[src/design/gprp_pkg.sv]
`timescale 1ns / 1ps
`default_nettype none

package gprp_pkg;

  // Input request payload
  typedef struct packed {
    logic        [9:0]  point_x;
    logic        [9:0]  point_y;
    logic signed [15:0] point_z;
    logic        [23:0] point_color;
  } in_item_t;

  // Result request payload
  typedef struct packed {
    logic signed [23:0] screen_x;
    logic signed [23:0] screen_y;
    logic signed [23:0] view_depth;
    logic        [23:0] out_color;
  } out_item_t;

  // Sine and cosine in Q1.16
  typedef struct packed {
    logic signed [17:0] cos_pitch;
    logic signed [17:0] sin_pitch;
    logic signed [17:0] cos_yaw;
    logic signed [17:0] sin_yaw;
  } trig_t;

  // Geometry registers seen by the datapath
  typedef struct packed {
    logic        [10:0] grid_width;
    logic        [10:0] grid_height;
    logic signed [16:0] depth_sum;
    logic signed [7:0]  height_gain;
    logic        [15:0] zoom_scale;
  } geom_cfg_t;

  typedef enum logic [2:0] {
    REG_GRID_WIDTH    = 3'd0,
    REG_GRID_HEIGHT   = 3'd1,
    REG_DEPTH_SUM     = 3'd2,
    REG_ANGLE_X       = 3'd3,
    REG_ANGLE_Y       = 3'd4,
    REG_HEIGHT_GAIN   = 3'd5,
    REG_ZOOM_SCALE    = 3'd6,
    REG_RESERVED_MODE = 3'd7
  } reg_index_t;

  typedef enum logic {
    CS_IDLE,
    CS_RUN
  } cordic_state_t;

  localparam int CFG_DATA_W   = 17;
  localparam int CORDIC_STEPS = 15;
  localparam logic signed [18:0] CORDIC_START = 19'sd39797;

  // Reciprocal of ten: exact floor for numerators below 2^22
  localparam logic [19:0] DIV10_MUL   = 20'd838861;
  localparam int          DIV10_SHIFT = 23;
  // Rounding term plus a multiple of ten that keeps the numerator positive
  localparam logic signed [34:0] DIV_BIAS = 35'sd2684354565;
  localparam logic [29:0] DIV_BIAS_Q = 30'd268435456;

  // Arctangent of 2^-i in angle units
  function automatic logic [13:0] atan_units(input logic [3:0] step);
    logic [13:0] a;
    case (step)
      4'd0:    a = 14'd8192;
      4'd1:    a = 14'd4836;
      4'd2:    a = 14'd2555;
      4'd3:    a = 14'd1297;
      4'd4:    a = 14'd651;
      4'd5:    a = 14'd326;
      4'd6:    a = 14'd163;
      4'd7:    a = 14'd81;
      4'd8:    a = 14'd41;
      4'd9:    a = 14'd20;
      4'd10:   a = 14'd10;
      4'd11:   a = 14'd5;
      4'd12:   a = 14'd3;
      4'd13:   a = 14'd1;
      4'd14:   a = 14'd1;
      default: a = 14'd0;
    endcase
    return a;
  endfunction

endpackage

`default_nettype wire

[src/design/gprp_screen.sv]
`timescale 1ns / 1ps
`default_nettype none

module gprp_screen import gprp_pkg::*; #(
  parameter int unsigned SCREEN_OFFSET_X = 640,
  parameter int unsigned SCREEN_OFFSET_Y = 360
) (
  input  wire logic               clk,
  input  wire logic               rst_n,
  input  wire logic               en,
  input  wire logic               v_i,
  input  wire logic signed [31:0] rx_i,
  input  wire logic signed [32:0] ry_i,
  input  wire logic signed [32:0] rz_i,
  input  wire logic [23:0]        color_i,
  input  wire logic [15:0]        zoom_scale,
  output      logic               out_valid,
  output      out_item_t          out_data
);

  localparam logic signed [50:0] OFF_X = 51'(SCREEN_OFFSET_X) <<< 8;
  localparam logic signed [50:0] OFF_Y = 51'(SCREEN_OFFSET_Y) <<< 8;
  localparam logic signed [50:0] SAT_HI = 51'sd8388607;
  localparam logic signed [50:0] SAT_LO = -51'sd8388608;

  logic [1:0]         v_r;
  logic signed [49:0] zx_r, zy_r;
  logic signed [32:0] rz_r;
  logic [23:0]        col_r;
  out_item_t          out_r;

  logic signed [16:0] zs;
  logic signed [49:0] zx_nxt, zy_nxt;
  logic signed [50:0] sx, sy, sz;
  out_item_t          out_nxt;

  function automatic logic signed [23:0] sat24(input logic signed [50:0] v);
    logic signed [23:0] r;
    if (v > SAT_HI)      r = SAT_HI[23:0];
    else if (v < SAT_LO) r = SAT_LO[23:0];
    else                 r = v[23:0];
    return r;
  endfunction

  // Zoom products, then round, offset and saturate
  always_comb begin
    zs     = $signed({1'b0, zoom_scale});
    zx_nxt = rx_i * zs;
    zy_nxt = ry_i * zs;
    sx     = ((51'(zx_r) + 51'sd128) >>> 8) + OFF_X;
    sy     = ((51'(zy_r) + 51'sd128) >>> 8) + OFF_Y;
    sz     = 51'(rz_r);
    out_nxt.screen_x   = sat24(sx);
    out_nxt.screen_y   = sat24(sy);
    out_nxt.view_depth = sat24(sz);
    out_nxt.out_color  = col_r;
  end

  // Valid bits
  always_ff @(posedge clk) begin
    if (!rst_n) begin
      v_r <= '0;
    end else if (en) begin
      v_r <= {v_r[0], v_i};
    end
  end

  // Stage registers and output register
  always_ff @(posedge clk) begin
    if (en) begin
      zx_r  <= zx_nxt;
      zy_r  <= zy_nxt;
      rz_r  <= rz_i;
      col_r <= color_i;
      out_r <= out_nxt;
    end
  end

  assign out_valid = v_r[1];
  assign out_data  = out_r;

endmodule

`default_nettype wire

[config.mk]
export PLATFORM = sky130hd
export DESIGN_NAME = gprp_screen
export DESIGN_NICKNAME = d
export VERILOG_FILES = /design/src/design/gprp_pkg.sv /design/src/design/gprp_screen.sv
export SDC_FILE = /design/constraint.sdc
export NUM_CORES = 2
export LEC_CHECK = 0
export ABC_AREA = 1
export BUFFER_PORTS_ARGS = -buffer_cell sky130_fd_sc_hd__clkbuf_2
export CORE_MARGIN = 5
export CORE_UTILIZATION = 50
export CTS_CLUSTER_DIAMETER = 50
export DETAILED_ROUTE_END_ITERATION = 8
export PLACE_DENSITY = 0.69
export SYNTH_ARGS = -nofsm -noshare
export SYNTH_HDL_FRONTEND = slang
export SYNTH_SLANG_ARGS = --single-unit
[constraint.sdc]
create_clock -name clk -period 8.73 [get_ports clk]
set_input_delay 1.3095 -clock clk [delete_from_list [all_inputs] [get_ports clk]]
set_output_delay 1.3095 -clock clk [all_outputs]
set_load 0.05 [all_outputs]
# Word-level counts from Yosys, hierarchy flattened
# Index checks and enable logic that the tools add are counted.
word_totals:
  romBits: 0
  elab_cells: 24
  latch_bits: 0
  output_inout_bits: 97
  ff_bits: 254
  mem_bits_rw: 0
  n_memories: 0
  in_bits: 142
classes:
  reduce_logical: 0
  shift: 0
  magnitude_cmp: 6
  muxes: 3
  div: 0
  bitwise: 0
  add_sub_neg: 4
  multipliers: 2
  n_eq_ne: 0
ops:
  columns: ["op", "n"]
  rows:
  - ["$mux W24", 3]
  - ["$add A50 B9 Y51 const B", 1]
  - ["$add A49 B9 Y50 const B", 1]
  - ["$mul A33 B17 Y50", 1]
  - ["$mul A32 B17 Y49", 1]
  - ["$add A43 B18 Y44 const B", 1]
  - ["$gt A44 B24 Y1 const B", 1]
  - ["$lt A44 B24 Y1 const B", 1]
  - ["$add A42 B19 Y43 const B", 1]
  - ["$gt A43 B24 Y1 const B", 1]
  - ["$lt A43 B24 Y1 const B", 1]
  - ["$gt A33 B24 Y1 const B", 1]
  - ["$lt A33 B24 Y1 const B", 1]

# Depth between registers and ports, before layout
logic_depth:
  ltp_word: 4
  depth_mapped: 31
  ltp_nobuf: 29

# Least setup slack after synthesis
# OpenSTA, ideal clock, no wires.
synth_path:
  path_kind: "input to register"
  from: "in zoom_scale[6]"
  to: "reg zy_r[48], data pin"
  setup_time_ps: 264
  slack_ps: 1635
  stages: 20
  required_ps: 8466
  arrival_time_ps: 6831
  n_path_buf: 2
  cell_sequence: "clkbuf_1 -> buf_1 -> nand2_1 -> fa_1 -> inv_1 -> fa_1 -> fa_1 -> inv_1 -> fa_1 -> fa_1 -> inv_1 -> fa_1 -> ha_1 -> inv_1 -> nor3_1 -> nor3b_1 -> nand2_1 -> nand3_1 -> a31oi_1 -> xor2_1"
synth_between:
  elab_chain_cells: 1
synth_rtl:
  columns: ["item", "line_no", "rtl"]
  rows:
  - ["from (decl)", "gprp_screen.sv:16", "input wire logic [15:0] zoom_scale,"]
  - ["$mul A33 B17 Y50", "gprp_screen.sv:49", "zy_nxt = ry_i * zs;"]
  - ["named net zy_nxt[48]", "gprp_screen.sv:33", "logic signed [49:0] zx_nxt, zy_nxt;"]
  - ["to (signal assigned)", "gprp_screen.sv:72", "zy_r <= zy_nxt;"]
  - ["to (decl)", "gprp_screen.sv:27", "logic signed [49:0] zx_r, zy_r;"]
# The timed path passes the listed nets, and every way through them passes these cells.
# A chain may end at the register's enable or synchronous reset.

# Worst setup path in the final report
layout_path:
  from: "in zoom_scale[6]"
  to: "reg zy_r[43], data pin"
# Same word-level chain as after synthesis.

==> results.md <==
- Buffers added on ports: 238
- Cell with the most instances after synthesis: inv_1
- Cell chain of the critical path: clkbuf_2, buf_4, buf_4, nand2_1, inv_1, fa_1, inv_1, fa_1, fa_1, inv_1, fa_1, fa_1, inv_1, fa_1, inv_1, ha_1, a21oi_1, inv_1, a31oi_1, o21a_1, nand2_1, a41oi_1, o221ai_1, xor2_1
- Biggest cell delay along the critical path: 0.59 ns
- 1st-iter DRT viols: 2883
- Cell row count: 116
- Initial DRT Pass Iterations: 8
- Hold Path End: out_data[4]$_DFFE_PP_
- Clock sink count: 240
- DP HPWL: 114000 um
- Worst Hold Path Cells: 0
- Initial antenna violation count: 12
- Clock skew: 0.0170 ns
- Vias in the first global route: 41400
- FMAX: 0.133 GHz
- EDFF count, synth: 238
- Share of flip-flops with an asynchronous set or reset: 0
- Status: finished, final reports clean
- Post-synth top cells: 1857 x inv_1, 1701 x nand2_1, 988 x fa_1
- Routed vias/inst: 5.07
- Post-Syn Area: 0.0507 sq mm
- Worst-path clk slew: 0.05 ns
- CP Max Fanout: 18
- Slew margin rel.: 0.189
- Final cycle utilization of the critical path: 0.859
- Launching point of the worst reg2reg path: zx_r[7]$_DFFE_PP_
- Crit path kind: primary input to register
- Core Region: 0.100 sq mm
- DRC errors left: 0
- Crit path time final: 7.50 ns
- Largest net degree at the start of global routing: 149
- CTS tree: done
- Hold Slack: 0.419 ns
- Final ANT Viol Nets: 0
- Clk buf depth: 3
- Die Ht: 329 um
- Num ports: 239
- H-tree Lvls: 1
- HP Class: register to register
- R2r endpoint: out_data[83]$_SDFFCE_PN1P_
- Reg2Reg Depth: 20
- First-pass GRT wire length: 222000 um
- Avg Inst Size Synth: 7.91 sq um
- Initial Utilization: 0.505
- Yosys top cell area share: 0.390
- Worst-margin pin slew: 1.22 ns
- Setup Buffers After CTS: 0
- All-Layer GR Usage: 0.256
- Layout area overhead: 6.97%
- Final net count: 7863
- CP endpoint kind: register
- CP arrival: 7.83 ns
- CTS Hold Bufs: 0
- Crit path launch type: primary input
- Max capacitance violation total: 0
- # setup viols final: 0
- Sequential fraction of the synthesis area: 0.142
- Final slew viol count: 0
- Prevailing post-synth register cell: edfxtp_1
- RD Place Congestion: 0.954
- Grt ovf: 0
- Die area: 0.108 sq mm
- Post-cts sizing count: 0
- Via Count: 40000
- Synth area leader: fa_1
- Setup slack, reg-to-reg: 4.78 ns
- Routed wire per std cell: 17.3 um
- Final core utilization: 0.540
- Number of buffers created by CTS: 29
- Ys Warns: 0
- Clock Latency Late Sink: 0.60 ns
- Flops & latches, synth: 240
- Unrepaired setup endpoints after global routing: no
- Endpoints failing hold: 0
- Root Buffer: clkbuf_16
- Crit path required time: 9.06 ns
- Setup Total Neg Slack: 0 ns
- DIE WIDTH: 329 um
- Drt total wl: 136000 um
- Syn nets: 7781
- Synth unique cells: 57
- Cells after Synth: 6414
- Share of post-route cells with drive strength above 1: 0.0711
- CP max stage cell: a41oi_1
- Min-delay src: col_r[4]$_DFFE_PP_
- Largest cells by area after synthesis: fa_1 39%, edfxtp_1 14%, inv_1 14%
==> layout by cell type, fill, tap and decap left out, drive strengths merged, types with 2 or more instances in the layout <==
cell      count
nor3b         2
o21a         11
a21oi       139
nand3b        7
a21boi        2
ha          237
buf          66
nand3       146
o211ai        3
dfxtp         2
a31oi        37
nor4          7
xnor2        56
inv        1872
a211oi        2
o31ai         2
nor2        379
o221ai        5
clkinvlp      2
bufinv        3
o21bai       11
clkbuf      271
and3          2
a41oi         2
edfxtp      238
nor3         23
diode        10
a221oi        2
o21ai        98
nand4        47
fa          988
nand2      1746
clkinv        9
xor2         89
a21o          4
==> state kept, by name, indices dropped and copies added (netlist names) <==
register	count
zy_r	43
col_r	24
out_data	96
zx_r	42
rz_r	33
v_r	2
==> per-layer routing <==
| metal | GRT usage | vias up | share of wire | wire [um] |
|---|---|---|---|---|
| met3 | 0.0348 | 229 | 0.075 | 10200 |
| li1 | - | 18600 | - | - |
| met5 | 0 | - | 0.00036 | 49 |
| met1 | 0.353 | 19700 | 0.42 | 57600 |
| met2 | 0.427 | 1461 | 0.47 | 64200 |
| met4 | 0.0770 | 6 | 0.032 | 4340 |
==> cell type report <==
| cell class | count | area (sq um) |
|---|---|---|
| Timing Repair Buffer | 303 | 1850 |
| Inverter | 1869 | 7020 |
| Tap cell | 1357 | 1700 |
| Clock inverter | 17 | 210 |
| Clock buffer | 34 | 744 |
| Fill cell | 9532 | 46200 |
| Multi-Input combinational cell | 4053 | 35500 |
| Sequential cell | 240 | 7190 |
| Antenna cell | 10 | 25.0 |
==> cell families (layout without fill, tap and decap cells) <==
| logic type | count (synthesis) | after routing | share of synthesized area |
|---|---|---|---|
| compound gates | 323 | 323 | 0.0360 |
| buf+inv | 2121 | 2223 | 0.158 |
| xor+xnor | 145 | 145 | 0.0253 |
| flops | 240 | 240 | 0.142 |
| other cells | 0 | 10 | 0 |
| simple gates | 2360 | 2360 | 0.191 |
| fa+ha+maj | 1225 | 1225 | 0.448 |
==> critical path, delay by kind of cell <==
kind / cells / cell delay, ns
buf+inv: 9 / 1.54
fa+ha+maj: 7 / 3.24
xor+xnor: 1 / 0.20
compound gates: 5 / 1.39
simple gates: 2 / 0.13
==> metrics by stage <==
| stage | cells | instance area (sq um) | setup WS (ns) |
|---|---|---|---|
| final | 7883 | 54300 | 1.23 |
| after global routing | 7878 | 54300 | 0.952 |
| after CTS | 7873 | 54200 | 1.39 |
| after detailed placement | 7822 | 53300 | 0.731 |
| after global placement | 7822 | 53300 | 0.748 |
| after floorplan | 6414 | 50700 | 1.64 |
==> worst max path at each step <==
stage,to,from,slack [ns]
floorplan,zy_r[48]$_DFFE_PP_,zoom_scale[6],1.64
global placement,zy_r[48]$_DFFE_PP_,zoom_scale[8],0.75
detailed placement,zy_r[48]$_DFFE_PP_,zoom_scale[8],0.73
CTS,zy_r[48]$_DFFE_PP_,zoom_scale[8],1.39
global route,zy_r[43]$_DFFE_PP_,zoom_scale[13],0.95
finish,zy_r[43]$_DFFE_PP_,zoom_scale[6],1.23
Power is not shown: default switching activity piles up to over one toggle a cycle in this logic, so the estimate is an artifact.
