## config.mk

```make
export PLATFORM = sky130hd
export DESIGN_NAME = gprp_sincos
export DESIGN_NICKNAME = d
export VERILOG_FILES = /design/src/design/gprp_pkg.sv /design/src/design/gprp_sincos.sv
export SDC_FILE = /design/constraint.sdc
export NUM_CORES = 1
export LEC_CHECK = 0
export ABC_AREA = 0
export BUFFER_PORTS_ARGS = -buffer_cell sky130_fd_sc_hd__clkbuf_2
export CORE_MARGIN = 10
export CORE_UTILIZATION = 40
export DETAILED_ROUTE_END_ITERATION = 16
export PLACE_DENSITY = 0.55
export SKIP_LAST_GASP = 1
export SYNTH_ARGS = -nofsm -noshare
export SYNTH_HDL_FRONTEND = slang
export SYNTH_SLANG_ARGS = --single-unit
```

## constraint.sdc

```tcl
create_clock -name clk -period 17.8 [get_ports clk]
set_input_delay 2.67 -clock clk [delete_from_list [all_inputs] [get_ports clk]]
set_output_delay 2.67 -clock clk [all_outputs]
set_load 0.1 [all_outputs]
```

## src/design/gprp_pkg.sv

```systemverilog
`timescale 1ns / 1ps
`default_nettype none

package gprp_pkg;

  // Input request payload
  typedef struct packed {
    logic        [9:0]  point_x;
    logic        [9:0]  point_y;
    logic signed [15:0] point_z;
    logic        [23:0] point_color;
  } in_item_t;

  // Result request payload
  typedef struct packed {
    logic signed [23:0] screen_x;
    logic signed [23:0] screen_y;
    logic signed [23:0] view_depth;
    logic        [23:0] out_color;
  } out_item_t;

  // Sine and cosine in Q1.16
  typedef struct packed {
    logic signed [17:0] cos_pitch;
    logic signed [17:0] sin_pitch;
    logic signed [17:0] cos_yaw;
    logic signed [17:0] sin_yaw;
  } trig_t;

  // Geometry registers seen by the datapath
  typedef struct packed {
    logic        [10:0] grid_width;
    logic        [10:0] grid_height;
    logic signed [16:0] depth_sum;
    logic signed [7:0]  height_gain;
    logic        [15:0] zoom_scale;
  } geom_cfg_t;

  typedef enum logic [2:0] {
    REG_GRID_WIDTH    = 3'd0,
    REG_GRID_HEIGHT   = 3'd1,
    REG_DEPTH_SUM     = 3'd2,
    REG_ANGLE_X       = 3'd3,
    REG_ANGLE_Y       = 3'd4,
    REG_HEIGHT_GAIN   = 3'd5,
    REG_ZOOM_SCALE    = 3'd6,
    REG_RESERVED_MODE = 3'd7
  } reg_index_t;

  typedef enum logic {
    CS_IDLE,
    CS_RUN
  } cordic_state_t;

  localparam int CFG_DATA_W   = 17;
  localparam int CORDIC_STEPS = 15;
  localparam logic signed [18:0] CORDIC_START = 19'sd39797;

  // Reciprocal of ten: exact floor for numerators below 2^22
  localparam logic [19:0] DIV10_MUL   = 20'd838861;
  localparam int          DIV10_SHIFT = 23;
  // Rounding term plus a multiple of ten that keeps the numerator positive
  localparam logic signed [34:0] DIV_BIAS = 35'sd2684354565;
  localparam logic [29:0] DIV_BIAS_Q = 30'd268435456;

  // Arctangent of 2^-i in angle units
  function automatic logic [13:0] atan_units(input logic [3:0] step);
    logic [13:0] a;
    case (step)
      4'd0:    a = 14'd8192;
      4'd1:    a = 14'd4836;
      4'd2:    a = 14'd2555;
      4'd3:    a = 14'd1297;
      4'd4:    a = 14'd651;
      4'd5:    a = 14'd326;
      4'd6:    a = 14'd163;
      4'd7:    a = 14'd81;
      4'd8:    a = 14'd41;
      4'd9:    a = 14'd20;
      4'd10:   a = 14'd10;
      4'd11:   a = 14'd5;
      4'd12:   a = 14'd3;
      4'd13:   a = 14'd1;
      4'd14:   a = 14'd1;
      default: a = 14'd0;
    endcase
    return a;
  endfunction

endpackage

`default_nettype wire

```

## src/design/gprp_sincos.sv

```systemverilog
`timescale 1ns / 1ps
`default_nettype none

module gprp_sincos import gprp_pkg::*; (
  input  wire logic        clk,
  input  wire logic        rst_n,
  input  wire logic        wr_x,
  input  wire logic        wr_y,
  input  wire logic [15:0] angle_x,
  input  wire logic [15:0] angle_y,
  output      logic        busy,
  output      trig_t       trig
);

  cordic_state_t      state_r, state_nxt;
  logic               pend_x_r, pend_x_nxt;
  logic               pend_y_r, pend_y_nxt;
  logic               sel_yaw_r, sel_yaw_nxt;
  logic [1:0]         quad_r, quad_nxt;
  logic [3:0]         i_r, i_nxt;
  logic signed [18:0] x_r, x_nxt, y_r, y_nxt;
  logic signed [15:0] z_r, z_nxt;
  trig_t              trig_r, trig_nxt;

  logic signed [18:0] dx, dy, xs, ys;
  logic signed [15:0] zs, at;
  logic signed [17:0] c_val, s_val;

  // State register and pending flags
  always_ff @(posedge clk) begin
    if (!rst_n) begin
      state_r  <= CS_IDLE;
      pend_x_r <= 1'b1;
      pend_y_r <= 1'b1;
    end else begin
      state_r  <= state_nxt;
      pend_x_r <= pend_x_nxt;
      pend_y_r <= pend_y_nxt;
    end
  end

  // Iteration registers
  always_ff @(posedge clk) begin
    sel_yaw_r <= sel_yaw_nxt;
    quad_r    <= quad_nxt;
    i_r       <= i_nxt;
    x_r       <= x_nxt;
    y_r       <= y_nxt;
    z_r       <= z_nxt;
    trig_r    <= trig_nxt;
  end

  // One rotation step a cycle, then map by quadrant
  always_comb begin
    state_nxt   = state_r;
    pend_x_nxt  = pend_x_r;
    pend_y_nxt  = pend_y_r;
    sel_yaw_nxt = sel_yaw_r;
    quad_nxt    = quad_r;
    i_nxt       = i_r;
    x_nxt       = x_r;
    y_nxt       = y_r;
    z_nxt       = z_r;
    trig_nxt    = trig_r;

    dx = x_r >>> i_r;
    dy = y_r >>> i_r;
    at = 16'($signed({2'b00, atan_units(i_r)}));
    if (z_r >= 0) begin
      xs = x_r - dy;
      ys = y_r + dx;
      zs = z_r - at;
    end else begin
      xs = x_r + dy;
      ys = y_r - dx;
      zs = z_r + at;
    end

    case (quad_r)
      2'd0:    begin c_val = 18'(xs);  s_val = 18'(ys);  end
      2'd1:    begin c_val = 18'(-ys); s_val = 18'(xs);  end
      2'd2:    begin c_val = 18'(-xs); s_val = 18'(-ys); end
      default: begin c_val = 18'(ys);  s_val = 18'(-xs); end
    endcase

    case (state_r)
      CS_IDLE: begin
        if (pend_x_r || pend_y_r) begin
          sel_yaw_nxt = !pend_x_r;
          quad_nxt    = pend_x_r ? angle_x[15:14] : angle_y[15:14];
          z_nxt       = pend_x_r ? 16'($signed({2'b00, angle_x[13:0]}))
                                 : 16'($signed({2'b00, angle_y[13:0]}));
          x_nxt       = CORDIC_START;
          y_nxt       = '0;
          i_nxt       = '0;
          if (pend_x_r) pend_x_nxt = 1'b0;
          else          pend_y_nxt = 1'b0;
          state_nxt   = CS_RUN;
        end
      end
      CS_RUN: begin
        x_nxt = xs;
        y_nxt = ys;
        z_nxt = zs;
        i_nxt = i_r + 4'd1;
        if (i_r == 4'(CORDIC_STEPS - 1)) begin
          state_nxt = CS_IDLE;
          if (sel_yaw_r) begin
            trig_nxt.cos_yaw = c_val;
            trig_nxt.sin_yaw = s_val;
          end else begin
            trig_nxt.cos_pitch = c_val;
            trig_nxt.sin_pitch = s_val;
          end
        end
      end
      default: state_nxt = CS_IDLE;
    endcase

    // A fresh write always queues a recompute
    if (wr_x) pend_x_nxt = 1'b1;
    if (wr_y) pend_y_nxt = 1'b1;
  end

  assign busy = (state_r == CS_RUN) || pend_x_r || pend_y_r;
  assign trig = trig_r;

endmodule

`default_nettype wire

```

Yosys cells after proc, flatten, opt, wreduce, memory -nomap -nowiden
Memory sizes are Yosys's and may differ from the RTL's. A register that Yosys moved wholly into a read port is not among the register bits.
Cells that the tools add are included.
{"block": "word_totals", "mem_count": 1, "mem_bits_ro": 224, "register_bits": 136}
{"block": "classes", "shift": 2, "magnitude_cmp": 1, "eq_ne": 4, "addsub": 9, "n_bitwise": 4, "n_reduce_logical": 11, "muxes": 19}
{"memory": "(name not given)", "depth": 16, "word_bits": 14, "read_ports": 1, "rd_ports_with_merged_regs": 1, "write_ports": 0, "line_no": "gprp_pkg.sv:69", "text": "case (step)"}
{"operator": "18-bit case mux with 3 select lines", "count": 2}
{"operator": "19-bit 2-to-1 mux", "count": 4}
{"operator": "19-bit case mux with 2 select lines", "count": 2}
{"operator": "19-bit adder", "count": 2}
{"operator": "19-bit by 4-bit >>> shifter with 19-bit output", "count": 2}
{"operator": "19-bit subtractor", "count": 2}
{"operator": "18-bit negator", "count": 2}
{"operator": "16-bit 2-to-1 mux", "count": 2}
{"operator": "16-bit case mux with 2 select lines", "count": 1}
{"operator": "16-bit by 15-bit adder with 16-bit output", "count": 1}
{"operator": "16-bit by 1-bit >= comparator with 1-bit output, second input constant", "count": 1}
{"operator": "16-bit by 15-bit subtractor with 16-bit output", "count": 1}
{"operator": "14-bit 2-to-1 mux", "count": 1}
{"operator": "3-bit AND reduction", "count": 3}
{"operator": "4-bit 2-to-1 mux", "count": 2}
{"operator": "4-bit case mux with 2 select lines", "count": 1}
{"operator": "4-bit by 1-bit adder with 4-bit output, second input constant", "count": 1}
{"operator": "4-bit equality test, second input constant", "count": 1}
{"operator": "1-bit inverter", "count": 4}
{"operator": "2-bit OR reduction", "count": 2}
{"operator": "1-bit logical OR", "count": 3}
{"operator": "2-bit by 1-bit equality test with 1-bit output, second input constant", "count": 1}
{"operator": "2-bit equality test, second input constant", "count": 1}
{"operator": "2-bit zero test", "count": 1}
{"operator": "other kinds (6)", "count": 7}

Logic depth before layout (Yosys ltp)
{"block": "depth", "depth_word": 5, "depth_mapped": 26}

Worst setup path after synthesis
OpenSTA, ideal clock, no wires.
{"block": "synth_path", "kind": "flip-flop to flip-flop", "from": "register i_r[0]", "to": "register trig_r, in the netlist trig[35], data pin", "path_buffers": 5, "arrival_ps": 6233, "path_slack_ps": 11297, "t_required_ps": 17530, "setup_ps": 270, "stages_incl_launch_ff": 25, "path_cell_list": "edfxtp_1 buf_6 buf_8 buf_2 buf_2 buf_2 mux4_2 nor2_1 a21oi_1 o21ai_0 ha_1 inv_1 or3_1 or4b_4 o31ai_1 xor2_1 ha_1 nor2b_1 and2_0 a2111oi_0 nand3_1 nor4_1 and4b_1 nor4_1 or3_1"}
{"block": "synth_via", "elab_chain_cells": 5, "elab_cells_between_ends": 11, "classes_between": "add/sub: 6; shift: 2; mux: 3"}
{"element": "start, declared", "line_no": "gprp_sincos.sv:20", "text": "logic [3:0] i_r, i_nxt;"}
{"element": "start signal, assigned", "line_no": "gprp_sincos.sv:46", "text": "i_r <= i_nxt;"}
{"element": "19-bit by 4-bit >>> shifter with 19-bit output, on equally long branches", "line_no": "gprp_sincos.sv:67, gprp_sincos.sv:66"}
{"element": "19-bit adder, or another cell as far along", "line_no": "gprp_sincos.sv:74", "text": "xs = x_r + dy;"}
{"element": "19-bit 2-to-1 mux", "line_no": "gprp_sincos.sv:69", "text": "if (z_r >= 0) begin"}
{"element": "18-bit negator, on equally long branches", "line_no": "gprp_sincos.sv:82, gprp_sincos.sv:81"}
{"element": "18-bit case mux with 3 select lines *", "line_no": "gprp_sincos.sv:79", "text": "case (quad_r)"}
{"element": "net c_val[17]", "line_no": "gprp_sincos.sv:27", "text": "logic signed [17:0] c_val, s_val;"}
{"element": "end signal, assigned", "line_no": "gprp_sincos.sv:50", "text": "trig_r <= trig_nxt;"}
{"element": "end, declared", "line_no": "gprp_sincos.sv:23", "text": "trig_t trig_r, trig_nxt;"}
Mark *: on every way through the listed nets, which the timed path passes. The rest lies on a longest branch.
A chain may end at the register's enable or synchronous reset.

Worst setup path in the final report
Same ends and word-level chain as after synthesis.

==> metrics.md <==
| Metric | Value |
|---|---|
| Vias per Instance | 5.912 |
| Core Footprint | approximately 0.031 mm^2 |
| I/O Pins | 109 |
| Reg2Reg Capture Point | trig[35] |
| Iteration-0 DRC Markers | 856 |
| Max Cap Violations | 0 |
| Number of setup buffers added after CTS | 0 |
| Number of flops mapped to enable cells by yosys | ~130 |
| Count of synthesis-stage warnings from yosys | 0 |
| Clock skew after layout | 11.07 ps |
| Final Max Slew Viols | 0 |
| Routed wire length per instance | 20.32 um |
| R2r startpoint | i_r[0] |
| Total of cells resized after clock tree synthesis | 0 |
| Post-detailed-route count of antenna-violating nets | 0 |
| Sequential share of the synthesized area | 34.70% |
| Result of the run | finished clean |
| Met3 Resource Use GR | between 2 and 2.5% |
| Kind of path behind the tightest hold check | reg -> reg |
| Cell area after synthesis | 0.01249 mm^2 |
| Worst slew pin tran | roughly 1100 ps |
| Worst Setup Start Kind | register |
| Via count of the first global-routing pass | 9974 |
| Data required time of the critical path | 17990 ps |
| DIE HEIGHT | 196.7 um |
| Count of antenna diodes in the layout | 0 |
| Vias | 10430 |
| Cell accounting for the most synthesized area | sky130_fd_sc_hd__edfxtp_1 |
| Peak clock frequency supported by timing | 139.7 MHz |
| CTS HTree Levels | 4 |
| Routability congestion estimate from global placement | 0.8813 |
| Final setup TNS | 0 ps |
| Die Outline Area | ~0.039 mm^2 |
| Commonest cells after routing, fill and taps aside | sky130_fd_sc_hd__edfxtp_1, sky130_fd_sc_hd__nand2_1, sky130_fd_sc_hd__clkbuf_2 |
| Pin count of the biggest net entering global routing | 58 |
| Initial core utilization | 40.73% |
| CP endpoint kind | register |
| Proportion of register bits with asynchronous set or reset after synthesis | 0% |
| RSZ-0062 raised after global routing | false |
| DRC violations left | 0 |
| Most crowded layer after global routing | met2 |
| Synthesized net count | 1383 |
| Cells traversed along the worst timing path | buf_4 -> mux4_1 -> mux4_2 -> or2_1 -> or3b_1 -> or4_1 -> o21ai_0 -> xnor2_1 -> ha_1 -> and3_1 -> a221oi_1 -> a21oi_1 -> o31a_1 -> nor4_1 -> and4b_1 -> nor4_1 -> or3_1 |
| Clock-pin slew of the registers on the worst-case setup and hold paths | 70 ps |
| Per-instance average area after synthesis | between 9 and 10 um^2 |
| Post-synthesis register bit count | 150 |
| Number of placement rows | 64 |
| Biggest cell delay along the critical path | approximately 750 ps |
| Antenna violations before repair | 0 |
| Clock insertion delay at the later pin of the skew report | approximately 450 ps |
| Detailed Place HPWL | 26720 um |
| Flip-flop cell with the highest count after synthesis | sky130_fd_sc_hd__edfxtp_1 |
| Depth of the worst register-to-register path | 17 |
| Number of distinct library cell variants in the gate-level netlist after synthesis | 82 |
| Leading post-synthesis cells by cell area | sky130_fd_sc_hd__edfxtp_1, sky130_fd_sc_hd__mux4_2, sky130_fd_sc_hd__ha_1 |
| Reg2reg setup slack | 10640 ps |
| Worst path slowest cell | sky130_fd_sc_hd__mux4_1 |
| Number of optimization iterations in the first detailed-route pass | 7 |
| TritonCTS buffer count | 17 |
| Hold Path Sink | pend_y_r |
| Final setup vio count | 0 |
| DRT Wirelength | 35840 um |
| Die Span X | 196.7 um |
| Cell type with the highest occurrence count on the critical path | sky130_fd_sc_hd__nor4_1 |
| Clock tree from TritonCTS | done |
| GR Layer Usage met1 | between 20 and 25% |
| Area overhead of the layout relative to synthesis | 11.89% |
| Worst setup path category | reg -> reg |
| Start point of the worst hold path | pend_y_r |
| Worst setup margin | roughly 11000 ps |
| Shortest period the worst path allows | 7157 ps |
| Mapped Cells | 1280 |
| Critical-path maximum fanout | 43 |
| First-pass GRT wire length | 56830 um |
| Final Hold Vio Count | 0 |
| Clock sinks | 150 |
| Worst setup timing slack at the placement stage | about 11000 ps |
| Total global-route track usage | 18.27% |
| Hold Path Stages | 2 |
| CP Data Arrival Time | between 7000 and 8000 ps |
| Fill cell count | between 2000 and 3000 |
| Share of layout cells above drive strength 1 | 17.47% |
| Met2 demand-to-capacity share in global routing | 29.90% |
| Most frequent standard cell in the layout excluding fill and tap cells | sky130_fd_sc_hd__edfxtp_1 |
| Share of the synthesized area in the top cell type | 31.97% |
| Number of I/O port buffers | 108 |
| Share of the clock period used by the worst path after layout | 40.21% |
| Buffer levels on the longest clock path | 2 |
| Fin nets | 1458 |
| Root cell of the clock tree | sky130_fd_sc_hd__clkbuf_16 |
| Remaining global-route overflow | 0 |
| Relative slew slack | a little under a quarter |
| Count of hold buffers inserted by post-cts repair | 0 |
## worst max-delay path by stage
stage                       from       end  slack (ps)  cells after the start
after floorplan           i_r[0]  trig[35]       11300                     24
after global placement    i_r[0]  trig[35]       10760                     17
after detailed placement  i_r[0]  trig[13]       10660                     17
after CTS                 i_r[0]  trig[49]       10660                     17
after global routing      i_r[0]  trig[49]        9980                     20
final                     i_r[0]  trig[35]       10640                     17
## layout make-up
class	instances	area [um^2]	area share, %
Sequential cell	150	4335	31.02
Clock buffer	18	429.2	3.071
Timing Repair Buffer	122	645.6	4.620
Inverter	50	188.9	1.352
Clock inverter	14	170.2	1.218
Tap cell	396	495.5	3.545
Multi-Input combinational cell	1014	7711	55.17
## flip-flops by register name, indices dropped and copies added (netlist names)
name,flops
quad_r,2
pend_x_r,1
z_r,16
state_r,1
i_r,4
sel_yaw_r,1
at,14
pend_y_r,1
x_r,19
y_r,19
trig,72
## synth_stat cells (8+ instances only)
master / count
sky130_fd_sc_hd__and3_1: 14
sky130_fd_sc_hd__or3_1: 15
sky130_fd_sc_hd__xnor2_1: 49
sky130_fd_sc_hd__a21oi_1: 81
sky130_fd_sc_hd__o211ai_1: 8
sky130_fd_sc_hd__inv_1: 50
sky130_fd_sc_hd__nand4_1: 9
sky130_fd_sc_hd__a21o_1: 13
sky130_fd_sc_hd__nand3_1: 28
sky130_fd_sc_hd__o31a_1: 8
sky130_fd_sc_hd__nor4_1: 14
sky130_fd_sc_hd__dfxtp_1: 17
sky130_fd_sc_hd__buf_1: 13
sky130_fd_sc_hd__nor2b_1: 8
sky130_fd_sc_hd__xor2_1: 38
sky130_fd_sc_hd__and2_1: 15
sky130_fd_sc_hd__mux4_2: 49
sky130_fd_sc_hd__a2111oi_0: 8
sky130_fd_sc_hd__o21a_1: 12
sky130_fd_sc_hd__mux2i_1: 34
sky130_fd_sc_hd__mux2_2: 19
sky130_fd_sc_hd__o31ai_1: 14
sky130_fd_sc_hd__nand2b_1: 19
sky130_fd_sc_hd__a211oi_1: 19
sky130_fd_sc_hd__or4_1: 9
sky130_fd_sc_hd__o21ai_0: 83
sky130_fd_sc_hd__nand2_1: 115
sky130_fd_sc_hd__edfxtp_1: 133
sky130_fd_sc_hd__clkbuf_1: 46
sky130_fd_sc_hd__ha_1: 64
sky130_fd_sc_hd__a31oi_1: 10
sky130_fd_sc_hd__nor2_1: 103
sky130_fd_sc_hd__nor3_1: 36
## layer usage
| layer | up-vias | wire [um] |
|---|---|---|
| li1 | 5063 | - |
| met1 | 5030 | 16550 |
| met2 | 306 | 17130 |
| met3 | 30 | 1635 |
| met4 | 0 | 523 |
| met5 | - | 0 |
## critical path: cells and delay by family, from the launching register on
| kind | cells | cell delay (ps) |
|---|---|---|
| flip-flops | 1 | 330 |
| buffers and inverters | 1 | 530 |
| AND/OR/NAND/NOR | 8 | 3040 |
| AO/OA/AOI/OAI | 4 | 1220 |
| XOR/XNOR | 1 | 150 |
| adder cells (fa/ha/maj) | 1 | 340 |
| multiplexers | 2 | 1280 |
## kinds of logic (layout without fill, tap and decap cells)
family	Yosys count	count (layout)	synth area share, %
muxes	107	107	14.32
buffers and inverters	116	204	3.686
xor gates and xnor gates	87	87	6.100
and+or+nand+nor	421	421	16.73
DFF	150	150	34.70
adders and majority gates	67	67	6.892
AOI/OAI and AO/OA	332	332	17.57
## through the flow
step / std cells / utilization (%) / area (um^2) / hold slack (ps)
after floorplan: 1280 / - / 12490 / 476.9
after global placement: 1732 / 43.62 / 13380 / 497.1
after detailed placement: 1732 / 43.62 / 13380 / 508.7
after CTS: 1764 / 45.57 / 13980 / 518.0
after global routing: 1764 / 45.57 / 13980 / 539.1
final: 1764 / 45.57 / 13980 / 515.4
Power is left out: the tool's default activity adds up to more than one toggle a clock period on the data nets, which glitch-free logic cannot reach.
