### config.mk
export PLATFORM = sky130hd
export DESIGN_NAME = gprp_center
export DESIGN_NICKNAME = d
export VERILOG_FILES = /design/src/design/gprp_pkg.sv /design/src/design/gprp_center.sv
export SDC_FILE = /design/constraint.sdc
export NUM_CORES = 1
export LEC_CHECK = 0
export BUFFER_PORTS_ARGS = -buffer_cell sky130_fd_sc_hd__buf_2
export CAP_MARGIN = 20
export CORE_ASPECT_RATIO = 0.7
export CORE_MARGIN = 2
export CORE_UTILIZATION = 30
export CTS_CLUSTER_DIAMETER = 100
export CTS_CLUSTER_SIZE = 14
export DETAILED_ROUTE_END_ITERATION = 16
export SLEW_MARGIN = 20
export SYNTH_ARGS = -nofsm -noshare
export SYNTH_HDL_FRONTEND = slang
export SYNTH_SLANG_ARGS = --single-unit
### constraint.sdc
create_clock -name clk -period 7.2 [get_ports clk]
set_input_delay 1.44 -clock clk [delete_from_list [all_inputs] [get_ports clk]]
set_output_delay 1.44 -clock clk [all_outputs]
set_load 0.01 [all_outputs]
### src/design/gprp_pkg.sv
`timescale 1ns / 1ps
`default_nettype none

package gprp_pkg;

  // Input request payload
  typedef struct packed {
    logic        [9:0]  point_x;
    logic        [9:0]  point_y;
    logic signed [15:0] point_z;
    logic        [23:0] point_color;
  } in_item_t;

  // Result request payload
  typedef struct packed {
    logic signed [23:0] screen_x;
    logic signed [23:0] screen_y;
    logic signed [23:0] view_depth;
    logic        [23:0] out_color;
  } out_item_t;

  // Sine and cosine in Q1.16
  typedef struct packed {
    logic signed [17:0] cos_pitch;
    logic signed [17:0] sin_pitch;
    logic signed [17:0] cos_yaw;
    logic signed [17:0] sin_yaw;
  } trig_t;

  // Geometry registers seen by the datapath
  typedef struct packed {
    logic        [10:0] grid_width;
    logic        [10:0] grid_height;
    logic signed [16:0] depth_sum;
    logic signed [7:0]  height_gain;
    logic        [15:0] zoom_scale;
  } geom_cfg_t;

  typedef enum logic [2:0] {
    REG_GRID_WIDTH    = 3'd0,
    REG_GRID_HEIGHT   = 3'd1,
    REG_DEPTH_SUM     = 3'd2,
    REG_ANGLE_X       = 3'd3,
    REG_ANGLE_Y       = 3'd4,
    REG_HEIGHT_GAIN   = 3'd5,
    REG_ZOOM_SCALE    = 3'd6,
    REG_RESERVED_MODE = 3'd7
  } reg_index_t;

  typedef enum logic {
    CS_IDLE,
    CS_RUN
  } cordic_state_t;

  localparam int CFG_DATA_W   = 17;
  localparam int CORDIC_STEPS = 15;
  localparam logic signed [18:0] CORDIC_START = 19'sd39797;

  // Reciprocal of ten: exact floor for numerators below 2^22
  localparam logic [19:0] DIV10_MUL   = 20'd838861;
  localparam int          DIV10_SHIFT = 23;
  // Rounding term plus a multiple of ten that keeps the numerator positive
  localparam logic signed [34:0] DIV_BIAS = 35'sd2684354565;
  localparam logic [29:0] DIV_BIAS_Q = 30'd268435456;

  // Arctangent of 2^-i in angle units
  function automatic logic [13:0] atan_units(input logic [3:0] step);
    logic [13:0] a;
    case (step)
      4'd0:    a = 14'd8192;
      4'd1:    a = 14'd4836;
      4'd2:    a = 14'd2555;
      4'd3:    a = 14'd1297;
      4'd4:    a = 14'd651;
      4'd5:    a = 14'd326;
      4'd6:    a = 14'd163;
      4'd7:    a = 14'd81;
      4'd8:    a = 14'd41;
      4'd9:    a = 14'd20;
      4'd10:   a = 14'd10;
      4'd11:   a = 14'd5;
      4'd12:   a = 14'd3;
      4'd13:   a = 14'd1;
      4'd14:   a = 14'd1;
      default: a = 14'd0;
    endcase
    return a;
  endfunction

endpackage

`default_nettype wire

### src/design/gprp_center.sv
`timescale 1ns / 1ps
`default_nettype none

module gprp_center import gprp_pkg::*; (
  input  wire logic               clk,
  input  wire logic               rst_n,
  input  wire logic               en,
  input  wire logic               in_v,
  input  wire in_item_t           in_d,
  input  wire geom_cfg_t          cfg,
  output      logic               v_o,
  output      logic signed [20:0] cx_o,
  output      logic signed [20:0] cy_o,
  output      logic signed [29:0] hz_o,
  output      logic [23:0]        color_o
);

  logic [3:0] v_r;
  logic signed [20:0] cx_r [4];
  logic signed [20:0] cy_r [4];
  logic [23:0]        col_r [4];
  logic signed [25:0] cz_r;
  logic [32:0]        b_r;
  logic [13:0]        qh_r;
  logic [3:0]         rh_r;
  logic [15:0]        lo_r;
  logic signed [29:0] hz_r;

  logic signed [11:0] gwm1, ghm1;
  logic signed [20:0] cx_nxt, cy_nxt;
  logic signed [25:0] cz_nxt;
  logic signed [33:0] dprod;
  logic signed [34:0] b_full;
  logic [36:0]        qh_prod;
  logic [16:0]        rh_full;
  logic [19:0]        n2;
  logic [39:0]        q2_prod;
  logic [29:0]        q_all;

  // Centre on the grid
  always_comb begin
    gwm1   = $signed({1'b0, cfg.grid_width}) - 12'sd1;
    ghm1   = $signed({1'b0, cfg.grid_height}) - 12'sd1;
    cx_nxt = 21'($signed({3'b000, in_d.point_x, 8'h00})) - (21'(gwm1) <<< 7);
    cy_nxt = 21'($signed({3'b000, in_d.point_y, 8'h00})) - (21'(ghm1) <<< 7);
    cz_nxt = (26'(in_d.point_z) <<< 8) - (26'(cfg.depth_sum) <<< 7);
  end

  // Height gain, biased so the divide works on a positive numerator
  always_comb begin
    dprod  = cz_r * cfg.height_gain;
    b_full = 35'(dprod) + DIV_BIAS;
  end

  // Divide by ten: upper half first, then remainder with lower half
  always_comb begin
    qh_prod = 37'(b_r[32:16]) * 37'(DIV10_MUL);
    rh_full = b_r[32:16] - 17'(qh_prod[36:DIV10_SHIFT]) * 17'd10;
    n2      = {rh_r, lo_r};
    q2_prod = 40'(n2) * 40'(DIV10_MUL);
    q_all   = {qh_r, q2_prod[38:DIV10_SHIFT]};
  end

  // Valid bits
  always_ff @(posedge clk) begin
    if (!rst_n) begin
      v_r <= '0;
    end else if (en) begin
      v_r <= {v_r[2:0], in_v};
    end
  end

  // Stage registers
  always_ff @(posedge clk) begin
    if (en) begin
      cx_r[0]  <= cx_nxt;
      cy_r[0]  <= cy_nxt;
      col_r[0] <= in_d.point_color;
      cz_r     <= cz_nxt;
      for (int k = 1; k < 4; k++) begin
        cx_r[k]  <= cx_r[k-1];
        cy_r[k]  <= cy_r[k-1];
        col_r[k] <= col_r[k-1];
      end
      b_r  <= b_full[32:0];
      qh_r <= qh_prod[36:DIV10_SHIFT];
      rh_r <= rh_full[3:0];
      lo_r <= b_r[15:0];
      hz_r <= $signed(q_all - DIV_BIAS_Q);
    end
  end

  assign v_o     = v_r[3];
  assign cx_o    = cx_r[3];
  assign cy_o    = cy_r[3];
  assign hz_o    = hz_r;
  assign color_o = col_r[3];

endmodule

`default_nettype wire

# [Word-level counts from Yosys, hierarchy flattened]
# Memories as Yosys holds them, arrays and structs flattened.
# Cells that the tools add are included.
[totals] romBits=0 reg_bits=126 latch_bits=0 inputBits=127 ramBits=264 out_inout_bits=97 n_memories=3
[memory_table] memory="col_r" words=4 width=24 read_ports=4 rd_ports_with_merged_regs=0 wr=4 line="gprp_center.sv:21" text="logic [23:0] col_r [4];"
[memory_table] memory="cx_r" words=4 width=21 read_ports=4 rd_ports_with_merged_regs=0 wr=4 line="gprp_center.sv:19" text="logic signed [20:0] cx_r [4];"
[memory_table] memory="cy_r" words=4 width=21 read_ports=4 rd_ports_with_merged_regs=0 wr=4 line="gprp_center.sv:20" text="logic signed [20:0] cy_r [4];"
[classes] magnitude_cmp=0 n_bitwise=0 div=0 n_mux=2 reduce_logical=0 mul=4 eq_ne=0 shift=0 add_sub_neg=8
[op_table] operator="19-bit by 19-bit subtractor with 20-bit output" n=2
[op_table] operator="20-bit by 20-bit multiplier with 39-bit output (second input constant)" n=1
[op_table] operator="17-bit by 20-bit multiplier with 37-bit output (second input constant)" n=1
[op_table] operator="33-bit adder (second input constant)" n=1
[op_table] operator="25-bit by 8-bit multiplier with 33-bit output" n=1
[op_table] operator="30-bit by 29-bit subtractor with 30-bit output (second input constant)" n=1
[op_table] operator="24-bit by 24-bit subtractor with 25-bit output" n=1
[op_table] operator="11-bit by 1-bit subtractor with 12-bit output (second input constant)" n=2
[op_table] operator="14-bit by 3-bit multiplier with 3-bit output (second input constant)" n=1
[op_table] operator="4-bit subtractor" n=1
[op_table] operator="1-bit 2-to-1 mux" n=2

# [Logic depth before layout (Yosys ltp)]
# Gate-level depths: netlist of the first run.
[depth] ltp_word=3 depth_mapped=24 mapped_depth_nobuf=24

# [Least setup slack after synthesis of the first run]
# OpenSTA, ideal clock, no wires.
[synth_timing] path_kind="register to register" start="register b_r[22]" end="register rh_r[3] (data pin)" required_time_ps=6932 path_stages_with_launch=23 synth_period_minus_slack_ps=5901 setup_time_ps=268 t_arrival_ps=5633 slack_ps=1299 cell_sequence="edfxtp_1 -> inv_1 -> ha_1 -> inv_1 -> fa_1 -> fa_1 -> fa_1 -> inv_1 -> fa_1 -> fa_1 -> inv_1 -> ha_1 -> a21oi_1 -> nand2_1 -> a211o_1 -> a31o_2 -> a21boi_1 -> o21ai_1 -> xor2_1 -> ha_1 -> fa_1 -> xnor2_1 -> xnor3_1"
[synth_via] elab_chain_cells=3
[synth_rtl] item="start: declaration" line="gprp_center.sv:23" text="logic [32:0] b_r;"
[synth_rtl] item="start signal: assignment" line="gprp_center.sv:85" text="b_r <= b_full[32:0];"
[synth_rtl] item="17-bit by 20-bit multiplier with 37-bit output" line="gprp_center.sv:57" text="qh_prod = 37'(b_r[32:16]) * 37'(DIV10_MUL);"
[synth_rtl] item="named net qh_prod[23]" line="gprp_center.sv:34" text="logic [36:0] qh_prod;"
[synth_rtl] item="14-bit by 3-bit multiplier with 3-bit output" line="gprp_center.sv:58" text="rh_full = b_r[32:16] - 17'(qh_prod[36:DIV10_SHIFT]) * 17'd10;"
[synth_rtl] item="4-bit subtractor" line="gprp_center.sv:58"
[synth_rtl] item="named net rh_full[3]" line="gprp_center.sv:35" text="logic [16:0] rh_full;"
[synth_rtl] item="end signal: assignment" line="gprp_center.sv:87" text="rh_r <= rh_full[3:0];"
[synth_rtl] item="end: declaration" line="gprp_center.sv:25" text="logic [3:0] rh_r;"
# The timed path passes the listed nets, and every way through them passes these cells.
# A chain may end at the register's enable or synchronous reset.

# [Worst setup path in the final report of the first run]
[layout_timing] start="register lo_r[11]" end="register hz_r[15], in the netlist hz_o[15] (data pin)"
[layout_via] elab_chain_cells=2
[layout_rtl] item="start: declaration" line="gprp_center.sv:26" text="logic [15:0] lo_r;"
[layout_rtl] item="start signal: assignment" line="gprp_center.sv:88" text="lo_r <= b_r[15:0];"
[layout_rtl] item="20-bit by 20-bit multiplier with 39-bit output" line="gprp_center.sv:60" text="q2_prod = 40'(n2) * 40'(DIV10_MUL);"
[layout_rtl] item="named net q2_prod[38]" line="gprp_center.sv:37" text="logic [39:0] q2_prod;"
[layout_rtl] item="30-bit by 29-bit subtractor with 30-bit output" line="gprp_center.sv:89" text="hz_r <= $signed(q_all - DIV_BIAS_Q);"
[layout_rtl] item="end signal: assignment" line="gprp_center.sv:89"
[layout_rtl] item="end: declaration" line="gprp_center.sv:27" text="logic signed [29:0] hz_r;"
# The timed path passes the listed nets, and every way through them passes these cells.

==> results of run 1 <==
area by class of cell:
type | instances | area share [%]
well taps | 1162 | 4.87
repair buffers | 203 | 3.56
flip-flops and latches | 305 | 30.5
clock buffers | 37 | 2.60
inverters | 506 | 6.36
clock inverters | 10 | 0.545
multi-input cells | 1433 | 51.5
state kept, by name, indices dropped and copies added (netlist names):
register,cells
col_r,96
cx_r,52
cy_r,52
hz_o,30
b_r,26
cz_r,18
qh_r,14
lo_r,9
rh_r,4
v_r,4
Yosys cell counts (all sizes together) (8+ instances only):
cell type  count
and3           8
a21o          24
o21ai         42
clkbuf        11
o21bai        17
o21a          11
edfxtp       301
xor2          30
nand3         21
a211oi         8
nand2b        23
buf           17
nand4         11
xnor2         85
fa           291
nor3          28
and2          96
o31ai          8
nor2b         14
a31oi          9
nand2         85
ha           379
inv          506
a21oi         83
nor2          59
worst max-delay path: cells and delay by family (launching register included):
family          cells  cell delay [ns]
xor+xnor            1             0.13
buf+inv             4             0.20
flops               1             0.54
compound gates      7             1.99
fa+ha+maj           8             3.50
per-layer routing:
layer / up-vias / part of all wire [%]
met5: - / 0.014
met4: 2 / 1.7
li1: 7878 / -
met3: 49 / 5.3
met1: 7484 / 53
met2: 298 / 40
cells by family (layout without fill, tap and decap cells):
group           after synthesis  in the layout
flops                       305            305
mux                           8              8
fa+ha+maj                   670            670
simple gates                376            376
other cells                   1             14
buf+inv                     534            756
compound gates              249            249
xor+xnor                    116            116
stage by stage:
step / cell area [µm²] / instances / hold slack [ns] / utilization [%]
3_5_place_dp: 28900 / 3609 / 0.405 / 32.9
3_3_place_gp: 28900 / 3609 / 0.400 / 32.9
2_1_floorplan: 26600 / 2272 / 0.400 / -
4_1_cts: 29900 / 3656 / 0.413 / 34.0
5_1_grt: 29900 / 3656 / 0.421 / 34.0
6_report: 29900 / 3656 / 0.412 / 34.0
final timing paths:
check | startpoint | slack, ns | endpoint
min | cy_r[2][7] | 0.41 | cy_r[3][7]
min reg2reg | cy_r[2][7] | 0.41 | cy_r[3][7]
max reg2reg | lo_r[11] | 0.59 | hz_o[15]
max | lo_r[11] | 0.59 | hz_o[15]
==> run summary, run 1 <==
Status = finished, final reports clean
CP required = 7.52 ns
Chip width = 359 µm
Vias in the first global route = 15800
Critical Path End Type = flop
Cell row count = 91
Crit path max-delay cell type = a2111oi_2
GRT Resource Usage Total = 11.3%
Hold Path Depth = 0
Vias = 15700
Post-synth ARST share = 0%
Area of the multi-input gates = 15400 µm²
Slowest stage delay, CP = 0.67 ns
Largest family of logic cells by synthesized area = adder cells
Clock transition at the registers of the reported paths = 0.07 ns
Layout fillers = 8705
CP Class = reg2reg
Gr busiest metal = met1
Post-synthesis simple-gate area fraction = 7.45%
First-pass GRT wire length = 83.7 mm
Final Cycle Share = 91.9%
Post-synth top area cell = edfxtp_1
Final GP Congestion = 0.882
Clock Tree Root = clkbuf_16
Met2 GRT Util = 16.0%
Synth Area in XOR/XNOR = 3.88%
Setup ws final = 0.585 ns
Post-CTS Hold Fix Bufs = 0
Synth Area in Compound Gates = 6.31%
Starting Density = 30.2%
Most frequent cells in the layout = inv_1, ha_1, edfxtp_1
Port Buf Inserts = 193
Mux contribution to synthesized area = 0.311%
Synth Area in Adders = 39.8%
Cts bufs inserted = 30
Slew at the pin closest to its max-slew limit = 0.848 ns
CTS tree = built
Synth area leaders = edfxtp_1, fa_1, ha_1
Post-CTS sizing = 0
Initial antenna violation count = 1
Die Y = 253 µm
Post-synthesis cell area = 26500 µm²
Final setup TNS = 0 ns
Synth warn = 0
DP HPWL = 42.3 mm
# diodes = 0
Place WS = 0.652 ns
Final wirelength = 51.3 mm
RSZ-0062 raised after global routing = no
Worst-path cell chain = ha_1 > fa_1 > ha_1 > inv_1 > fa_1 > inv_1 > fa_1 > fa_1 > inv_1 > fa_1 > inv_1 > ha_1 > a21oi_1 > o21ai_1 > a2111oi_2 > a21oi_1 > a2111o_1 > a31oi_2 > o31ai_1 > xnor2_1
Via density = 4.30
DRC = 0
Worst-case reg-to-reg path depth = 20
Worst Skew = 0.0176 ns
Final setup fails = 0
Final layout net count = 3276
CP arrival = 6.94 ns
FF+latch count, synth = 305
Core Area = 87800 µm²
Met3 usage = 2.20%
Detail Route Antenna Nets = 0
Synth unique cells = 70
Crit path launch type = flop
Final worst path period need = 6.61 ns
Met1 Use GR = 17.7%
Seq/Total Area, Yosys = 34.4%
HP Class = reg2reg
Most common cell after layout, fill and taps aside = inv_1
Pin count of the biggest net entering global routing = 106
Worst-path fanout max = 6
Top FF cell, synth = edfxtp_1
Setup bufs post-CTS = 0
Gr ovfl total = 0
Die area = 90800 µm²
Avg WL per Cell = 14.0 µm
FF+latch area = 9120 µm²
Layout cells sized above 1 = 10.5%
CTS Sinks = 305
Max-slew violation count = 0
Highest clock rate = 151 MHz
Hold Fails Final Rpt = 0
Max-slew headroom = 43.4%
Synth top area share = 34.1%
Drt first pass iters = 5
Clock buffer depth = 3
Avg Cell Area, Syn = 11.7 µm²
I/O pin count = 224
Skew-Pair Late Insertion Delay = 0.59 ns
Initial DRC count = 830
Maxcap violations = 0
H-tree lvl count = 1
Area grow syn2layout = 12.6%
Mapped Cells = 2259
Post-synth EDFFs = 301
Crit-path most repeated cell = fa_1
Power of run 1 is not shown: default switching activity piles up to over one toggle a cycle in this logic, so the estimate is an artifact.
==> run 2, diff against run 1 <==
--- a/config.mk
+++ b/config.mk
@@ -5,6 +5,7 @@
 export SDC_FILE = /design/constraint.sdc
 export NUM_CORES = 1
 export LEC_CHECK = 0
+export ABC_AREA = 1
 export BUFFER_PORTS_ARGS = -buffer_cell sky130_fd_sc_hd__buf_2
 export CAP_MARGIN = 20
 export CORE_ASPECT_RATIO = 0.7
==> run summary, run 2 <==
Seq/Total Area, Yosys = 32.1%
Post-CTS sizing = 0
Chip width = 372 µm
Setup bufs post-CTS = 0
Core Area = 93900 µm²
CTS Sinks = 305
Met1 WL = 33.2 mm
Post-synth top cells = inv_1, nand2_1, ha_1
Worst Skew = 0.0439 ns
Synth warn = 0
Post-synth top area cell = edfxtp_1
Max-slew headroom = 34.1%
First-pass GRT wire length = 101 mm
Slowest stage delay, CP = 0.55 ns
Final wirelength = 63.3 mm
Max-slew violation count = 0
Largest reg by FF count = col_r
Final GP Congestion = 0.938
Avg Cell Area, Syn = 9.76 µm²
Top FF cell, synth = edfxtp_1
Layout cells sized above 1 = 8.79%
Via density = 4.33
Final setup fails = 0
H-tree lvl count = 1
Synth area leaders = edfxtp_1, fa_1, ha_1
Pin count of the biggest net entering global routing = 168
CP Class = reg2reg
Post-synthesis cell area = 28400 µm²
Crit path launch type = flop
Final Cycle Share = 87.7%
Crit path max-delay cell type = edfxtp_1
Drt first pass iters = 5
Clock transition at the registers of the reported paths = 0.07 ns
Clock Tree Root = clkbuf_16
Worst path bufs/invs = 5
Vias = 18900
Cts bufs inserted = 27
I/O pin count = 224
CP required = 7.53 ns
Port Buf Inserts = 193
DP HPWL = 53.2 mm
Slew at the pin closest to its max-slew limit = 0.989 ns
Cell row count = 94
Gr ovfl total = 0
DRC = 0
Worst-path cell chain = inv_1 > ha_1 > ha_1 > inv_1 > fa_1 > fa_1 > inv_1 > fa_1 > inv_1 > fa_1 > inv_1 > ha_1 > ha_1 > nand2_1 > nor2_1 > nand2_1 > nor2_1 > o21ai_0 > nand4_1 > nand2_1
Avg WL per Cell = 14.5 µm
Cell family with most CP delay = adder cells
CTS tree = built
CP arrival = 6.64 ns
Layout fillers = 9630
Final layout net count = 3894
Setup ws final = 0.888 ns
Final setup TNS = 0 ns
Highest clock rate = 158 MHz
Worst-path fanout max = 10
Top Metal Used = met5
GRT Resource Usage Total = 13.0%
Hold Fails Final Rpt = 0
Die area = 97200 µm²
Most frequent cells in the layout = inv_1, nand2_1, ha_1
Post-CTS Hold Fix Bufs = 0
Maxcap violations = 0
Initial DRC count = 1276
Starting Density = 30.3%
Die Y = 261 µm
Skew-Pair Late Insertion Delay = 0.59 ns
Crit-path most repeated cell = inv_1
Largest registers = col_r (96), cx_r (52), cy_r (52)
Clock buffer depth = 3
Post-synth EDFFs = 301
Final worst path period need = 6.31 ns
Largest register FFs = 96
Synth unique cells = 48
Place WS = 0.815 ns
HP Class = reg2reg
Post-synth ARST share = 0%
Initial antenna violation count = 3
Synth top area share = 31.8%
Area grow syn2layout = 11.1%
Met2 WL = 25.1 mm
Detail Route Antenna Nets = 0
Met3 WL post-DR = 4.21 mm
Most common cell after layout, fill and taps aside = inv_1
Count leader, synth = inv_1
Vias in the first global route = 18900
Critical Path End Type = flop
RSZ-0062 raised after global routing = no
Status = finished, final reports clean
Mapped Cells = 2909
FF+latch count, synth = 305
[run 2: worst paths after layout]
kind,start,cells after the start,slack (ns),end
setup / recovery,lo_r[7],20,0.89,hz_o[14]
hold / removal,col_r[0][11],0,0.38,col_r[1][11]
setup reg to reg,lo_r[7],20,0.89,hz_o[14]
hold reg to reg,col_r[0][11],0,0.38,col_r[1][11]
[run 2: per-layer routing]
| metal | vias up | global-route usage [%] |
|---|---|---|
| met2 | 409 | 18.3 |
| met5 | - | 0 |
| li1 | 9536 | - |
| met1 | 8938 | 20.4 |
| met4 | 4 | 1.77 |
| met3 | 46 | 3.02 |
[run 2: cell type report]
cell class	instances	area [µm²]	share of cell area (%)
Multi-Input combinational cell	1865	16400	52.1
Sequential cell	305	9120	28.9
Inverter	703	2640	8.36
Tap cell	1248	1560	4.95
Timing Repair Buffer	195	1000	3.18
Clock buffer	45	743	2.36
Clock inverter	5	47.5	0.151
Antenna cell	2	5.00	0.0159
[run 2: kinds of logic (layout without fill, tap and decap cells)]
kind of cell	after synthesis	in the layout	share of synthesized area (%)
compound gates	272	272	5.31
fa+ha+maj	670	670	37.2
other cells	1	16	0.0132
simple gates	800	800	11.8
xor+xnor	109	109	3.36
buf+inv	752	948	10.2
flops	305	305	32.1
[run 2: worst reg2reg max path: cells and delay by family, from the launching register on]
kind / cells / cell delay, ns
compound gates: 1 / 0.34
flops: 1 / 0.55
buf+inv: 5 / 0.68
fa+ha+maj: 8 / 3.53
simple gates: 6 / 0.97
[run 2: stage by stage]
| stage | instance area (µm²) | util [%] | std cells | hold WS, ns |
|---|---|---|---|---|
| floorplan | 28400 | - | 2922 | 0.400 |
| global placement | 30800 | 32.8 | 4316 | 0.400 |
| detailed placement | 30800 | 32.8 | 4316 | 0.405 |
| CTS | 31600 | 33.6 | 4366 | 0.373 |
| global route | 31600 | 33.6 | 4367 | 0.387 |
| finish | 31600 | 33.6 | 4368 | 0.382 |
Power of run 2 is left out for the same reason.
==> run 3, diff against run 2 <==
--- a/config.mk
+++ b/config.mk
@@ -6,7 +6,7 @@
 export NUM_CORES = 1
 export LEC_CHECK = 0
 export ABC_AREA = 1
-export BUFFER_PORTS_ARGS = -buffer_cell sky130_fd_sc_hd__buf_2
+export BUFFER_PORTS_ARGS = -buffer_cell sky130_fd_sc_hd__clkbuf_2
 export CAP_MARGIN = 20
 export CORE_ASPECT_RATIO = 0.7
 export CORE_MARGIN = 2
==> run summary, run 3 (synthesis gave the netlist of run 2 again) <==
Cell row count = 94
Most common cell after layout, fill and taps aside = inv_1
Hold Path Depth = 0
Max-slew violation count = 0
Final worst path period need = 6.30 ns
Gr busiest metal = met1
Slowest stage delay, CP = 0.63 ns
Maxcap violations = 0
Worst-path fanout max = 4
Avg WL per Cell = 14.5 µm
Most frequent cells in the layout = inv_1, nand2_1, ha_1
Crit path launch type = flop
Largest reg by FF count = col_r
First-pass GRT wire length = 101 mm
Crit-path most repeated cell = nand2_1
Starting Density = 30.3%
Crit path depth = 25
H-tree lvl count = 1
Largest register FFs = 96
Final setup fails = 0
CP required = 7.56 ns
Pin count of the biggest net entering global routing = 155
Skew-Pair Late Insertion Delay = 0.60 ns
DP HPWL = 52.9 mm
Detail Route Antenna Nets = 0
Gr ovfl total = 0
GRT Resource Usage Total = 13.0%
Slew at the pin closest to its max-slew limit = 0.993 ns
Crit path max-delay cell type = fa_1
Die area = 97200 µm²
Worst-case reg-to-reg path depth = 25
Drt first pass iters = 5
Post-CTS Hold Fix Bufs = 0
Clock transition at the registers of the reported paths = 0.07 ns
CP Class = reg2reg
DRC = 0
Met1 Use GR = 20.3%
Chip width = 372 µm
Clock Tree Root = clkbuf_16
# diodes = 0
Area grow syn2layout = 11.4%
CTS Sinks = 305
Cts bufs inserted = 28
Met2 GRT Util = 18.1%
Largest registers = col_r (96), cx_r (52), cy_r (52)
Final setup TNS = 0 ns
Final GP Congestion = 0.941
Vias = 18900
Met3 usage = 3.36%
Status = finished, final reports clean
Vias in the first global route = 18800
Setup bufs post-CTS = 0
Final Cycle Share = 87.5%
HP Class = reg2reg
CP arrival = 6.66 ns
Highest clock rate = 159 MHz
Port Buf Inserts = 193
Initial DRC count = 1252
Worst path bufs/invs = 4
Post-CTS sizing = 0
Hold Fails Final Rpt = 0
Layout cells sized above 1 = 8.91%
Critical Path End Type = flop
Core Area = 93900 µm²
Die Y = 261 µm
I/O pin count = 224
CTS tree = built
RSZ-0062 raised after global routing = no
Via density = 4.34
Final layout net count = 3895
Worst Skew = 0.0269 ns
Cell family with most CP delay = adder cells
Max-slew headroom = 33.8%
Initial antenna violation count = 1
Clock buffer depth = 3
Final wirelength = 63.2 mm
## run 3: cell count changes in the layout (fill, tap and decap cells not counted), sizes merged
cell	delta
buf	-192
clkbuf	+194
diode	-2
## run 3: worst register-to-register path, cell delays in order (launching register included)
cell	delay, ns
edfxtp_1	0.54
ha_1	0.40
fa_1	0.63
fa_1	0.50
fa_1	0.55
inv_1	0.05
fa_1	0.48
fa_1	0.58
inv_1	0.06
ha_1	0.33
nand2_1	0.11
inv_1	0.07
nand2_1	0.07
nand2_1	0.07
a21oi_1	0.25
nand3_1	0.16
nand2_1	0.10
nand2_2	0.08
ha_1	0.20
fa_1	0.37
xnor2_1	0.18
inv_1	0.06
nand3_1	0.10
nand2_1	0.06
nand2_1	0.05
nand2_1	0.04
## run 3: through the flow
stage | worst slack (ns) | utilization (%) | cell area, µm² | std cells | hold WS [ns]
6_report | 0.900 | 33.7 | 31600 | 4368 | 0.398
5_1_grt | 0.451 | 33.7 | 31600 | 4368 | 0.415
4_1_cts | 0.881 | 33.7 | 31600 | 4368 | 0.407
3_5_place_dp | 0.818 | 32.8 | 30800 | 4316 | 0.405
3_3_place_gp | 0.825 | 32.8 | 30800 | 4316 | 0.400
2_1_floorplan | 1.43 | - | 28400 | 2922 | 0.400
## run 3: worst paths after layout
path               startpoint           to  slack (ns)
hold / removal    cy_r[1][11]  cy_r[2][11]        0.40
hold reg to reg   cy_r[1][11]  cy_r[2][11]        0.40
setup / recovery      b_r[19]      rh_r[3]        0.90
setup reg to reg      b_r[19]      rh_r[3]        0.90
## run 3: final cells by class
class,instances,area [µm²]
fill,9661,62200
multi-input combinational,1865,16400
sequential,305,9120
inverter,703,2640
tap,1248,1560
timing repair buffer,195,1000
clock buffer,47,813
clock inverter,5,51.3
## run 3: routing by layer
layer / up-vias / wire, µm / share of wire [%]
met1: 8896 / 32600 / 52
met3: 64 / 4670 / 7.4
met2: 441 / 24900 / 39
li1: 9544 / - / -
met4: 2 / 991 / 1.6
met5: - / 13 / 0.021
Power of run 3 is left out for the same reason.
